===== config.mk =====
export PLATFORM = sky130hd
export DESIGN_NAME = cbwg_axis_kernel
export DESIGN_NICKNAME = d
export VERILOG_FILES = /design/src/sv/cbwg_pkg.sv /design/src/sv/cbwg_axis_kernel.sv
export SDC_FILE = /design/constraint.sdc
export NUM_CORES = 2
export LEC_CHECK = 0
export BUFFER_PORTS_ARGS = -buffer_cell sky130_fd_sc_hd__buf_2
export CAP_MARGIN = 20
export CORE_ASPECT_RATIO = 1.25
export CORE_MARGIN = 2
export CORE_UTILIZATION = 54
export CTS_CLUSTER_SIZE = 8
export DETAILED_ROUTE_END_ITERATION = 10
export GPL_ROUTABILITY_DRIVEN = 0
export GPL_TIMING_DRIVEN = 0
export PLACE_DENSITY = 0.7
export SYNTH_ARGS = -nofsm -noshare
export SYNTH_HDL_FRONTEND = slang
export SYNTH_SLANG_ARGS = --single-unit

===== constraint.sdc =====
create_clock -name clk -period 19.79 [get_ports clk]
set_input_delay 1.979 -clock clk [delete_from_list [all_inputs] [get_ports clk]]
set_output_delay 1.979 -clock clk [all_outputs]
set_load 0.01 [all_outputs]

===== src/sv/cbwg_pkg.sv =====
// Shared widths, fixed-point constants and control types for the cubic
// B-spline weight/gradient pipeline. No dependencies.
`default_nettype none

package cbwg_pkg;

    // Fraction bits of the offsets, weights and gradients
    localparam int FRAC_BITS = 16;

    // Fixed port widths
    localparam int DIFF_W    = 20;
    localparam int WEIGHT_W  = 16;
    localparam int GRAD_W    = 32;
    localparam int CFG_W     = 32;
    localparam int CFG_IDX_W = 1;
    localparam int INV_FRAC  = 16;   // fraction bits of the inverse cell size

    // Internal widths
    localparam int U_W    = FRAC_BITS + 1;      // |x| or 2-|x|, at most 1.0
    localparam int N_W    = FRAC_BITS;          // N peaks near 2/3, below 1.0
    localparam int DMAG_W = FRAC_BITS + 1;      // |dN| stays below 1.0
    localparam int NUM_W  = FRAC_BITS + 3;      // numerator of the divide by 6
    localparam int MAG_W  = (FRAC_BITS + 2 > DIFF_W) ? FRAC_BITS + 2 : DIFF_W;
    localparam int G1_W   = FRAC_BITS + 1;      // dN * N before scaling
    localparam int M_W    = G1_W + CFG_W - INV_FRAC;
    localparam int WSAT_W = (N_W > WEIGHT_W) ? N_W : WEIGHT_W;
    localparam int SAT_W  = (M_W > GRAD_W + 1) ? M_W : GRAD_W + 1;

    // Divide by 6 as multiply by reciprocal: floor(v*M6 >> DIV6_SH) == v/6
    // for every v below 8.0, since the reciprocal error times v stays under 2^DIV6_SH.
    localparam int DIV6_SH    = FRAC_BITS + 6;
    localparam int DIV6_MUL_W = DIV6_SH - 1;
    localparam logic [DIV6_MUL_W-1:0] DIV6_MUL =
        DIV6_MUL_W'(((64'd1 << DIV6_SH) + 64'd5) / 64'd6);

    // Pipeline depth: five stages per axis kernel, three combine stages
    localparam int KERN_STAGES = 5;
    localparam int COMB_STAGES = 3;
    localparam int NUM_STAGES  = KERN_STAGES + COMB_STAGES;

    // Per-stage load enables
    typedef struct packed {
        logic [COMB_STAGES-1:0] comb;
        logic [KERN_STAGES-1:0] kern;
    } stage_en_t;

    // Configuration register indexes
    typedef enum logic [CFG_IDX_W-1:0] {
        REG_INV_X = 1'b0,
        REG_INV_Y = 1'b1
    } cfg_reg_t;

endpackage

`default_nettype wire


===== src/sv/cbwg_axis_kernel.sv =====
// One-axis cubic B-spline kernel: N(x) and |dN(x)| over five register stages.
// Depends on cbwg_pkg.
`default_nettype none

module cbwg_axis_kernel
    import cbwg_pkg::*;
(
    input  wire logic                     clk,
    input  wire stage_en_t                stage_en,
    input  wire logic signed [DIFF_W-1:0] diff,
    output logic [N_W-1:0]                n,
    output logic [DMAG_W-1:0]             dmag,
    output logic                          pos
);

    localparam logic [MAG_W-1:0]   ONE_M  = MAG_W'(1) << FRAC_BITS;
    localparam logic [MAG_W-1:0]   TWO_M  = MAG_W'(1) << (FRAC_BITS + 1);
    localparam logic [2*U_W-1:0]   HALF_P = (2*U_W)'(1) << (FRAC_BITS - 1);
    localparam logic [NUM_W-1:0]   FOUR_N = NUM_W'(1) << (FRAC_BITS + 2);

    // Stage 0 signals
    logic [DIFF_W-1:0] raw;
    logic              neg;
    logic [DIFF_W-1:0] mag;
    logic [MAG_W-1:0]  mag_ext;
    logic [MAG_W-1:0]  tail_ext;
    logic [U_W-1:0]    s0_u_reg;
    logic              s0_near_reg;
    logic              s0_far_reg;
    logic              s0_pos_reg;

    // Stage 1/2 signals
    logic [2*U_W-1:0]  sq_full;
    logic [2*U_W-1:0]  cube_full;
    logic [U_W-1:0]    s1_u_reg;
    logic [U_W-1:0]    s1_u2_reg;
    logic              s1_near_reg;
    logic              s1_far_reg;
    logic              s1_pos_reg;
    logic [U_W-1:0]    s2_u_reg;
    logic [U_W-1:0]    s2_u2_reg;
    logic [U_W-1:0]    s2_u3_reg;
    logic              s2_near_reg;
    logic              s2_far_reg;
    logic              s2_pos_reg;

    // Stage 3 signals
    logic [NUM_W-1:0]  hi;
    logic [NUM_W-1:0]  lo;
    logic [NUM_W-1:0]  dhi;
    logic [NUM_W-1:0]  dlo;
    logic [NUM_W-1:0]  ddiff;
    logic [U_W:0]      dtail;
    logic [NUM_W-1:0]  s3_num_next;
    logic [DMAG_W-1:0] s3_dmag_next;
    logic [NUM_W-1:0]  s3_num_reg;
    logic [DMAG_W-1:0] s3_dmag_reg;
    logic              s3_pos_reg;

    // Stage 4 signals
    logic [NUM_W+DIV6_MUL_W-1:0] div_prod;
    logic [N_W-1:0]    s4_n_reg;
    logic [DMAG_W-1:0] s4_dmag_reg;
    logic              s4_pos_reg;

    // Magnitude, range and the variable the polynomials run on
    assign raw      = diff;
    assign neg      = raw[DIFF_W-1];
    assign mag      = neg ? DIFF_W'(~raw + DIFF_W'(1)) : raw;
    assign mag_ext  = MAG_W'(mag);
    assign tail_ext = TWO_M - mag_ext;

    always_ff @(posedge clk)
    begin
        if (stage_en.kern[0])
        begin
            s0_near_reg <= (mag_ext < ONE_M);
            s0_far_reg  <= (mag_ext >= TWO_M);
            s0_u_reg    <= (mag_ext < ONE_M) ? mag_ext[U_W-1:0] : tail_ext[U_W-1:0];
            s0_pos_reg  <= !neg && (mag != '0);
        end
    end

    // Square, rounded to nearest
    assign sq_full = {{U_W{1'b0}}, s0_u_reg} * {{U_W{1'b0}}, s0_u_reg} + HALF_P;

    always_ff @(posedge clk)
    begin
        if (stage_en.kern[1])
        begin
            s1_u_reg    <= s0_u_reg;
            s1_u2_reg   <= sq_full[FRAC_BITS +: U_W];
            s1_near_reg <= s0_near_reg;
            s1_far_reg  <= s0_far_reg;
            s1_pos_reg  <= s0_pos_reg;
        end
    end

    // Cube, rounded to nearest
    assign cube_full = {{U_W{1'b0}}, s1_u2_reg} * {{U_W{1'b0}}, s1_u_reg} + HALF_P;

    always_ff @(posedge clk)
    begin
        if (stage_en.kern[2])
        begin
            s2_u_reg    <= s1_u_reg;
            s2_u2_reg   <= s1_u2_reg;
            s2_u3_reg   <= cube_full[FRAC_BITS +: U_W];
            s2_near_reg <= s1_near_reg;
            s2_far_reg  <= s1_far_reg;
            s2_pos_reg  <= s1_pos_reg;
        end
    end

    // Polynomial numerators and |dN| per segment
    always_comb
    begin
        hi    = NUM_W'(s2_u3_reg) * NUM_W'(3) + FOUR_N;
        lo    = NUM_W'(s2_u2_reg) * NUM_W'(6);
        dhi   = NUM_W'(s2_u_reg) << 2;
        dlo   = NUM_W'(s2_u2_reg) * NUM_W'(3);
        ddiff = dhi - dlo + NUM_W'(1);
        dtail = (U_W+1)'(s2_u2_reg) + (U_W+1)'(1);
        if (s2_far_reg)
        begin
            s3_num_next  = '0;
            s3_dmag_next = '0;
        end
        else if (s2_near_reg)
        begin
            s3_num_next  = (hi > lo) ? (hi - lo + NUM_W'(3)) : '0;
            s3_dmag_next = (dhi > dlo) ? ddiff[DMAG_W:1] : '0;
        end
        else
        begin
            s3_num_next  = NUM_W'(s2_u3_reg) + NUM_W'(3);
            s3_dmag_next = dtail[DMAG_W:1];
        end
    end

    always_ff @(posedge clk)
    begin
        if (stage_en.kern[3])
        begin
            s3_num_reg  <= s3_num_next;
            s3_dmag_reg <= s3_dmag_next;
            s3_pos_reg  <= s2_pos_reg;
        end
    end

    // Divide by 6 through the reciprocal
    assign div_prod = (NUM_W+DIV6_MUL_W)'(s3_num_reg) * (NUM_W+DIV6_MUL_W)'(DIV6_MUL);

    always_ff @(posedge clk)
    begin
        if (stage_en.kern[4])
        begin
            s4_n_reg    <= div_prod[DIV6_SH +: N_W];
            s4_dmag_reg <= s3_dmag_reg;
            s4_pos_reg  <= s3_pos_reg;
        end
    end

    assign n    = s4_n_reg;
    assign dmag = s4_dmag_reg;
    assign pos  = s4_pos_reg;

endmodule

`default_nettype wire


==> metrics.cfg <==
[yosys]
synth_cell_types=77
seq_area_frac_synth_pct=16.7
syn_inst=3282
async_reset_ff_share_pct=0
synth_top_flop_cell=edfxtp_1
yosysTopAreaCellShare_pct=32.5
syn_nets=4303
synth_edf_count=182
ys_warn_count=0
synthesis.area_mm2=0.0327
ys_ff_latch=182
synthTopCellsByArea=fa_1 (32%), ha_1 (18%), edfxtp_1 (17%)
yosys.area.top_type=fa_1
avgSynthCellArea_um2=9.96

[run]
cap_violations=0

[timing]
worst_pin_slew_ns=0.972
finalCriticalPeriod_ns=7.85
timing.fmax_mhz=127
finalSetupViolCount=0
rsz0062_at_grt=false
drv_slew=0
clock-skew-final_ns=0.0103
setup-tns-final_ns=0
finalCritPeriodShare_pct=39.7
finalHoldViolCount=0
slew_headroom_pct=35.2

[layout]
largest_reg_flops=19
post-route-util_pct=57.9
area_growth_pct=5.70
final_cell_mix=inv_1 (745), fa_1 (530), ha_1 (462)
drive_gt1_share_pct=3.44
fillers=5133
nNetsFinal=4380
n_antenna_cell=0
final_common_cell=inv_1

[clock_tree]
cts_buffers=17
clock_latency_ns=0.50
clkSinkCount=182
post_cts_resized=0
postCtsHoldBufs=0
cts_setup_buffers=0
htree_levels=4
cts_tree=done
cts_root_buffer=clkbuf_16
clk_pin_slew_ns=0.07
clock_path_buffers=2

[global_routing]
grt.total_usage_pct=25.6
grt_max_degree=55
grt_pass1_wl_mm=124
antenna_found_initial=1
grt_overflow=0
grt_pass1_vias=25000

[drt]
dr.pass1.iters=6
antenna_left=0
drt_iter0_drc=870
viasPerCell=5.39
wl_mm=74.8
route.detailed.drc=0
wire_per_inst_um=18.1
num_vias=22300

[worst_setup_path]
crit_path_end_kind=flop
crit_path_max_fanout=10
critical_path_class=reg2reg
rr_worst_depth=24
arrival_ns=8.10
crit_required_ns=20.03
start_kind=flop

[floorplanning]
ios=63
die_area_mm2=0.0625
die-height_um=279
dieWidth_um=224
initial_core_util_pct=54.8
rows=100
core_mm2=0.0597

[placement]
dp_hpwl_mm=64.7
portBuffers=57

[min_path]
holdPathStages=0
min_path_type=reg2reg

[run_status]
status=complete, no violations

## through the flow
step | cell area [µm²] | hold WS, ns | instances | setup slack [ns]
floorplan | 32700 | 0.400 | 3282 | 13.48
global placement | 33900 | 0.402 | 4104 | 12.03
detailed placement | 33900 | 0.405 | 4104 | 11.91
CTS | 34500 | 0.421 | 4136 | 11.89
global route | 34500 | 0.429 | 4137 | 11.54
finish | 34500 | 0.419 | 4137 | 11.94
## synth_stat cells (all sizes together) (9+ instances only)
cell      n
inv     747
fa      530
ha      462
nand2   286
and2    221
edfxtp  182
xnor2   113
a21oi    93
nor2     92
xor2     70
clkbuf   67
o21ai    63
a21o     40
nor3     32
nand3    28
nand2b   21
o21bai   18
o22ai    18
nand4    17
nor2b    17
a31oi    16
o21a     14
a211oi   13
and3     11
or3      10
o31ai     9
## kinds of logic after synthesis
family / Yosys count / share of synthesized area [%]
buf+inv: 817 / 9.41
simple gates: 764 / 11.8
compound gates: 338 / 6.86
mux: 6 / 0.191
xor+xnor: 183 / 4.90
fa+ha+maj: 992 / 50.1
flops: 182 / 16.7
## path summary, 6_finish.rpt
path	startpoint	to	slack, ns
max	s1_u_reg[9]	s2_u3_reg[15]	11.94
min	s3_dmag_reg[13]	dmag[13]	0.42
max reg2reg	s1_u_reg[9]	s2_u3_reg[15]	11.94
min reg2reg	s3_dmag_reg[13]	dmag[13]	0.42
## metal layers
metal  up-vias  track usage, %  part of all wire, %
li1      10500               -                    -
met1     11100            25.8                   36
met2       490            49.5                   55
met3       240            3.17                  3.2
met4         2            15.3                  6.3
met5         -               0                0.021
## cell type report
| class | count | area [µm²] | share of cell area, % |
|---|---|---|---|
| multi-input cells | 2283 | 24100 | 69.9 |
| repair buffers | 58 | 305 | 0.884 |
| clock inverters | 15 | 176 | 0.511 |
| plain buffers | 70 | 273 | 0.789 |
| inverters | 747 | 2800 | 8.12 |
| flip-flops and latches | 182 | 5470 | 15.8 |
| clock buffers | 17 | 425 | 1.23 |
| well taps | 765 | 957 | 2.77 |
## critical path, cell delays in order (launching register included)
cell and delay (ns):
edfxtp_1 0.39, clkbuf_1 0.47, clkbuf_1 0.51, nand2_1 0.17, fa_1 0.56, inv_1 0.06
fa_1 0.50, inv_1 0.06, fa_1 0.54, inv_1 0.06, fa_1 0.46, fa_1 0.49
inv_1 0.05, fa_1 0.47, inv_1 0.04, ha_1 0.30, a21oi_1 0.21, o21ai_0 0.13
nor3_1 0.18, o21ai_1 0.13, a311oi_1 0.71, o21ai_1 0.36, a211oi_1 0.46, o21bai_1 0.14
xor2_1 0.16
Power is not shown: default switching activity piles up to over one toggle a cycle in this logic, so the estimate is an artifact.
