==> src/sv/cbwg_pkg.sv <==
// Shared widths, fixed-point constants and control types for the cubic
// B-spline weight/gradient pipeline. No dependencies.
`default_nettype none

package cbwg_pkg;

    // Fraction bits of the offsets, weights and gradients
    localparam int FRAC_BITS = 16;

    // Fixed port widths
    localparam int DIFF_W    = 20;
    localparam int WEIGHT_W  = 16;
    localparam int GRAD_W    = 32;
    localparam int CFG_W     = 32;
    localparam int CFG_IDX_W = 1;
    localparam int INV_FRAC  = 16;   // fraction bits of the inverse cell size

    // Internal widths
    localparam int U_W    = FRAC_BITS + 1;      // |x| or 2-|x|, at most 1.0
    localparam int N_W    = FRAC_BITS;          // N peaks near 2/3, below 1.0
    localparam int DMAG_W = FRAC_BITS + 1;      // |dN| stays below 1.0
    localparam int NUM_W  = FRAC_BITS + 3;      // numerator of the divide by 6
    localparam int MAG_W  = (FRAC_BITS + 2 > DIFF_W) ? FRAC_BITS + 2 : DIFF_W;
    localparam int G1_W   = FRAC_BITS + 1;      // dN * N before scaling
    localparam int M_W    = G1_W + CFG_W - INV_FRAC;
    localparam int WSAT_W = (N_W > WEIGHT_W) ? N_W : WEIGHT_W;
    localparam int SAT_W  = (M_W > GRAD_W + 1) ? M_W : GRAD_W + 1;

    // Divide by 6 as multiply by reciprocal: floor(v*M6 >> DIV6_SH) == v/6
    // for every v below 8.0, since the reciprocal error times v stays under 2^DIV6_SH.
    localparam int DIV6_SH    = FRAC_BITS + 6;
    localparam int DIV6_MUL_W = DIV6_SH - 1;
    localparam logic [DIV6_MUL_W-1:0] DIV6_MUL =
        DIV6_MUL_W'(((64'd1 << DIV6_SH) + 64'd5) / 64'd6);

    // Pipeline depth: five stages per axis kernel, three combine stages
    localparam int KERN_STAGES = 5;
    localparam int COMB_STAGES = 3;
    localparam int NUM_STAGES  = KERN_STAGES + COMB_STAGES;

    // Per-stage load enables
    typedef struct packed {
        logic [COMB_STAGES-1:0] comb;
        logic [KERN_STAGES-1:0] kern;
    } stage_en_t;

    // Configuration register indexes
    typedef enum logic [CFG_IDX_W-1:0] {
        REG_INV_X = 1'b0,
        REG_INV_Y = 1'b1
    } cfg_reg_t;

endpackage

`default_nettype wire

==> src/sv/cbwg_grad_combine.sv <==
// Combines both axis kernels into weight and scaled, saturated gradient over
// three register stages. Depends on cbwg_pkg.
`default_nettype none

module cbwg_grad_combine
    import cbwg_pkg::*;
(
    input  wire logic                  clk,
    input  wire stage_en_t             stage_en,
    input  wire logic [N_W-1:0]        nx,
    input  wire logic [N_W-1:0]        ny,
    input  wire logic [DMAG_W-1:0]     dmag_x,
    input  wire logic [DMAG_W-1:0]     dmag_y,
    input  wire logic                  pos_x,
    input  wire logic                  pos_y,
    input  wire logic [CFG_W-1:0]      inv_x,
    input  wire logic [CFG_W-1:0]      inv_y,
    output logic [WEIGHT_W-1:0]        weight,
    output logic signed [GRAD_W-1:0]   gx,
    output logic signed [GRAD_W-1:0]   gy
);

    localparam int WP_W = 2 * N_W;
    localparam int GP_W = DMAG_W + N_W;
    localparam int SP_W = G1_W + CFG_W;

    localparam logic [WP_W-1:0] HALF_W = WP_W'(1) << (FRAC_BITS - 1);
    localparam logic [GP_W-1:0] HALF_G = GP_W'(1) << (FRAC_BITS - 1);
    localparam logic [SP_W-1:0] HALF_S = SP_W'(1) << (INV_FRAC - 1);

    logic [WP_W-1:0]     w_prod;
    logic [WSAT_W-1:0]   w_ext;
    logic [GP_W-1:0]     gx_prod;
    logic [GP_W-1:0]     gy_prod;
    logic [SP_W-1:0]     sx_prod;
    logic [SP_W-1:0]     sy_prod;

    logic [WEIGHT_W-1:0] s5_w_reg;
    logic [G1_W-1:0]     s5_g1x_reg;
    logic [G1_W-1:0]     s5_g1y_reg;
    logic                s5_posx_reg;
    logic                s5_posy_reg;
    logic [WEIGHT_W-1:0] s6_w_reg;
    logic [M_W-1:0]      s6_mx_reg;
    logic [M_W-1:0]      s6_my_reg;
    logic                s6_posx_reg;
    logic                s6_posy_reg;
    logic [WEIGHT_W-1:0] weight_reg;
    logic [GRAD_W-1:0]   gx_reg;
    logic [GRAD_W-1:0]   gy_reg;

    // Sign opposite to the offset; negative side reaches -2^31, positive 2^31-1
    function automatic logic [GRAD_W-1:0] grad_sat(input logic [M_W-1:0] m, input logic pos);
        logic [SAT_W-1:0] m_ext;
        logic [SAT_W-1:0] lim;
        logic [GRAD_W-1:0] mag;
        m_ext = SAT_W'(m);
        if (pos)
            lim = SAT_W'(1) << (GRAD_W - 1);
        else
            lim = (SAT_W'(1) << (GRAD_W - 1)) - SAT_W'(1);
        mag = (m_ext > lim) ? lim[GRAD_W-1:0] : m_ext[GRAD_W-1:0];
        if (pos)
            return GRAD_W'(0) - mag;
        else
            return mag;
    endfunction

    // Weight and unscaled gradient products, rounded to nearest
    assign w_prod  = WP_W'(nx) * WP_W'(ny) + HALF_W;
    assign w_ext   = WSAT_W'(w_prod[FRAC_BITS +: N_W]);
    assign gx_prod = GP_W'(dmag_x) * GP_W'(ny) + HALF_G;
    assign gy_prod = GP_W'(dmag_y) * GP_W'(nx) + HALF_G;

    always_ff @(posedge clk)
    begin
        if (stage_en.comb[0])
        begin
            s5_w_reg    <= (w_ext > WSAT_W'({WEIGHT_W{1'b1}})) ? {WEIGHT_W{1'b1}}
                                                               : w_ext[WEIGHT_W-1:0];
            s5_g1x_reg  <= gx_prod[FRAC_BITS +: G1_W];
            s5_g1y_reg  <= gy_prod[FRAC_BITS +: G1_W];
            s5_posx_reg <= pos_x;
            s5_posy_reg <= pos_y;
        end
    end

    // Scale by inverse cell size, rounded to nearest
    assign sx_prod = SP_W'(s5_g1x_reg) * SP_W'(inv_x) + HALF_S;
    assign sy_prod = SP_W'(s5_g1y_reg) * SP_W'(inv_y) + HALF_S;

    always_ff @(posedge clk)
    begin
        if (stage_en.comb[1])
        begin
            s6_w_reg    <= s5_w_reg;
            s6_mx_reg   <= sx_prod[INV_FRAC +: M_W];
            s6_my_reg   <= sy_prod[INV_FRAC +: M_W];
            s6_posx_reg <= s5_posx_reg;
            s6_posy_reg <= s5_posy_reg;
        end
    end

    // Sign, saturate, output register
    always_ff @(posedge clk)
    begin
        if (stage_en.comb[2])
        begin
            weight_reg <= s6_w_reg;
            gx_reg     <= grad_sat(s6_mx_reg, s6_posx_reg);
            gy_reg     <= grad_sat(s6_my_reg, s6_posy_reg);
        end
    end

    assign weight = weight_reg;
    assign gx     = gx_reg;
    assign gy     = gy_reg;

endmodule

`default_nettype wire

==> config.mk <==
export PLATFORM = sky130hd
export DESIGN_NAME = cbwg_grad_combine
export DESIGN_NICKNAME = d
export VERILOG_FILES = /design/src/sv/cbwg_pkg.sv /design/src/sv/cbwg_grad_combine.sv
export SDC_FILE = /design/constraint.sdc
export NUM_CORES = 2
export LEC_CHECK = 0
export BUFFER_PORTS_ARGS = -buffer_cell sky130_fd_sc_hd__buf_2
export CAP_MARGIN = 20
export CORE_MARGIN = 2
export CORE_UTILIZATION = 60
export CTS_CLUSTER_SIZE = 16
export DETAILED_ROUTE_END_ITERATION = 8
export PLACE_DENSITY = 0.85
export SLEW_MARGIN = 10
export SYNTH_ARGS = -nofsm -noshare
export SYNTH_HDL_FRONTEND = slang
export SYNTH_SLANG_ARGS = --single-unit
export TNS_END_PERCENT = 10
==> constraint.sdc <==
create_clock -name clk -period 7.98 [get_ports clk]
set_input_delay 0.399 -clock clk [delete_from_list [all_inputs] [get_ports clk]]
set_output_delay 0.399 -clock clk [all_outputs]
set_load 0.005 [all_outputs]
==> run summary <==
The endpoint identified for the worst register-to-register timing path is s6_my_reg[29]. The logs give 51,300 for the vias after detailed routing and 0 for the max capacitance violation total. The critical path is of the reg -> reg type. Subtracting the final worst setup slack from the clock period gives 7.52 ns. In this run, CTS created clock tree buffers numbering 27. The Yosys warning count came out at 0. The share of cells above drive strength 1 is 5.25%. The largest buffer count on any clock path came out at 3. The tools report the worst hold path startpoint as stage_en[6]. Counting every net in the synthesized netlist gives 9,791. The initial antenna violation count came out at 18.

The length of routed wiring on met1 is 64,300 um. The run finished with clean final reports. The fraction of registers with async set/reset was 0%; the gate count of the mapped netlist was 7,444. Measured against its own limit, the worst slew margin works out to 30.1%.

The full die area was 117,000 um^2; the average vias per placed instance was 5.69. The critical register-to-register path startpoint was s5_g1y_reg[6]. The die extent in x was 343 um. The synthesized design contains 216 enable-type register cells. The share of the yosys chip area belonging to registers is 9.43%. The mean post-synth cell area works out to 9.24 um^2. The detailed-router iteration count before antenna repair was 8.

Worst-path cell with the longest stage delay: sky130_fd_sc_hd__edfxtp_1. The hold-critical path depth is 1. At the pin with the least slew margin, the transition time is 1.05 ns. Clock-pin slew was measured on the worst setup and hold paths at 0.06 ns.

The final number of max-transition violations came out at 0. The tools report the CTS sink count as 216. For this run, the slowest stage of the critical path takes 0.66 ns. STA puts the critical path data required time at 8.31 ns. In the detailed route, the total length drawn on met2 is 81,000 um.

Top cell type's share of synthesized area: 43.8%. The dominant synthesized flop cell was sky130_fd_sc_hd__edfxtp_1. After legalization and detailed placement, the total HPWL measured 135,000 um. Relative to the synthesized area, the layout overhead comes to 5.23%. After synthesis, the cell types taking the most area are sky130_fd_sc_hd__fa_1 (44%), sky130_fd_sc_hd__ha_1 (13%), sky130_fd_sc_hd__inv_1 (9.6%), sky130_fd_sc_hd__edfxtp_1 (9.4%), sky130_fd_sc_hd__and2_1 (7.7%). Pin placement for this block handled 221 I/O pins. Leaving out fill and tap cells, the most frequent cell in the layout is sky130_fd_sc_hd__inv_1. The number of rows in the core area was 124.

In this run the clock root is driven by a sky130_fd_sc_hd__clkbuf_16. H-tree level count: 1. For the global route total overflow, the log shows 0. After synthesis the netlist holds a flip-flop and latch count of 216. In the finished design, the share of the clock period the worst path needs comes to 94.3%.

The tools report the number of global-route vias before repair as 56,300. The run gives 0 as the final hold violation count. The logs give 9,818 for the count of nets after finishing and 0.61 ns for the worst-skew pair later-pin latency. The final routed wire length divided by cell count works out to 19.1 um. Global routing used 30.2% of the available tracks across all layers.

STA classifies the critical path endpoint as a register. The count of nets left with antenna violations once routing finished came out at 0. Routed signal wires occupy layers up through met5. Setup repair after global routing left no endpoint under its margin. Entering global routing, the biggest net connects 70 pins.

Between clock sinks in the finished design, the worst skew comes to 0.0195 ns. The setup check on the worst reg-to-reg path leaves a slack of 0.46 ns. The classification of the worst-slack hold path is in -> reg. The maximum fanout along the worst path is 13. The final routed DRC violation total is 0. Derived from the worst setup path, the maximum achievable clock frequency is 133 MHz. After routing, the total negative slack on setup checks comes to 0 ns. Cell accounting for the most synthesized area: sky130_fd_sc_hd__fa_1.

The run gives 7.85 ns as the arrival time of data at the critical path endpoint. Setup violations remaining at the end of the flow were counted as 0. After the first detailed-routing iteration, the DRC count stood at 4,406.

Together, buffers and inverters on the worst path number 9. The most frequent cell on the critical path is sky130_fd_sc_hd__fa_1. The total standard cell area after synthesis is 68,800 um^2, and the post-cts gate resize count is 0. The number of different library cells used by synthesis comes to 70. STA classifies the critical path startpoint as a register. The total of buffers placed on input and output ports came out at 215.

Broken down by cell family, the worst path's largest delay share belongs to adder cells. In the layout the commonest cells are sky130_fd_sc_hd__inv_1 (1,753), sky130_fd_sc_hd__fa_1 (1,505), sky130_fd_sc_hd__nand2_1 (1,120). The total routed wirelength is 172,000 um. The first global-routing pass estimated 281,000 um of wire.

The routability-driven placement congestion ratio is 0.937, and the initial core utilization is 60.3%. The die is 343 um tall. The region available for standard cell placement spans 114,000 um^2. The routed design uses 19,400 um of met3 wire. For hold timing, the worst endpoint is s6_mx_reg[6]. TritonCTS built the clock tree. Measured in cells, the most critical reg-to-reg path has a length of 27.
==> cell families (layout without fill, tap and decap cells) <==
group                      Yosys count  in the layout  share of synthesized area (%)
DFF                                216            216                           9.43
xor gates and xnor gates           116            116                           1.48
adders and majority gates         2206           2206                           56.5
AOI/OAI and AO/OA                  490            490                           4.44
muxes                               11             11                          0.160
and+or+nand+nor                   2323           2323                           16.6
other                                0             10                              0
buffers and inverters             2082           2129                           11.4
==> per-stage QoR <==
| stage | utilization [%] | instance area, um^2 | worst slack [ns] | std cells | hold WS, ns |
|---|---|---|---|---|---|
| after floorplan | - | 68800 | 1.32 | 7444 | 0.400 |
| after global placement | 62.6 | 71400 | 0.668 | 8951 | 0.401 |
| after detailed placement | 62.6 | 71400 | 0.550 | 8951 | 0.405 |
| after CTS | 63.4 | 72300 | 0.534 | 9002 | 0.143 |
| after global routing | 63.5 | 72400 | 0.140 | 9008 | 0.149 |
| final | 63.5 | 72400 | 0.455 | 9013 | 0.175 |
==> layer usage <==
metal,track usage (%),vias up
li1,-,22200
met1,39.0,25700
met2,49.8,2809
met3,6.87,584
met4,11.3,14
met5,0,-
==> layout make-up <==
class | instances | area (um^2)
timing repair buffer | 327 | 2000
fill | 8669 | 41600
tap | 1512 | 1890
clock inverter | 17 | 218
multi-input combinational | 5146 | 54500
inverter | 1753 | 6580
antenna | 10 | 25.0
clock buffer | 32 | 694
sequential | 216 | 6490
==> repair_timing <==
item	4_1_cts	5_1_grt
buffers inserted	0	0
hold buffers	2	0
hold endpoints to repair	2	0
==> how the worst max path moves through the flow <==
stage | startpoint | to | cells after the start
2_1_floorplan | s5_g1y_reg[2] | s6_my_reg[17] | 23
3_3_place_gp | nx[5] | s5_g1y_reg[16] | 25
3_5_place_dp | nx[10] | s5_w_reg[12] | 22
4_1_cts | s5_g1y_reg[6] | s6_my_reg[17] | 24
5_1_grt | s5_g1y_reg[6] | s6_my_reg[17] | 24
6_report | s5_g1y_reg[6] | s6_my_reg[29] | 27
==> Yosys cell counts (14+ instances only) <==
| library cell | number |
|---|---|
| sky130_fd_sc_hd__nand4_1 | 25 |
| sky130_fd_sc_hd__o21ai_0 | 127 |
| sky130_fd_sc_hd__xor2_1 | 40 |
| sky130_fd_sc_hd__inv_1 | 1753 |
| sky130_fd_sc_hd__clkbuf_1 | 322 |
| sky130_fd_sc_hd__nor2_1 | 126 |
| sky130_fd_sc_hd__nand2_1 | 1120 |
| sky130_fd_sc_hd__o21a_1 | 17 |
| sky130_fd_sc_hd__fa_1 | 1505 |
| sky130_fd_sc_hd__a21oi_1 | 145 |
| sky130_fd_sc_hd__a21o_1 | 57 |
| sky130_fd_sc_hd__a211oi_1 | 29 |
| sky130_fd_sc_hd__xnor2_1 | 76 |
| sky130_fd_sc_hd__nand3_1 | 29 |
| sky130_fd_sc_hd__edfxtp_1 | 216 |
| sky130_fd_sc_hd__nand2b_1 | 19 |
| sky130_fd_sc_hd__a31oi_1 | 14 |
| sky130_fd_sc_hd__nor2b_1 | 28 |
| sky130_fd_sc_hd__or3_1 | 20 |
| sky130_fd_sc_hd__and2_1 | 842 |
| sky130_fd_sc_hd__ha_1 | 701 |
| sky130_fd_sc_hd__nor3_1 | 46 |
| sky130_fd_sc_hd__and3_1 | 14 |
Power is not shown: default switching activity piles up to over one toggle a cycle in this logic, so the estimate is an artifact.
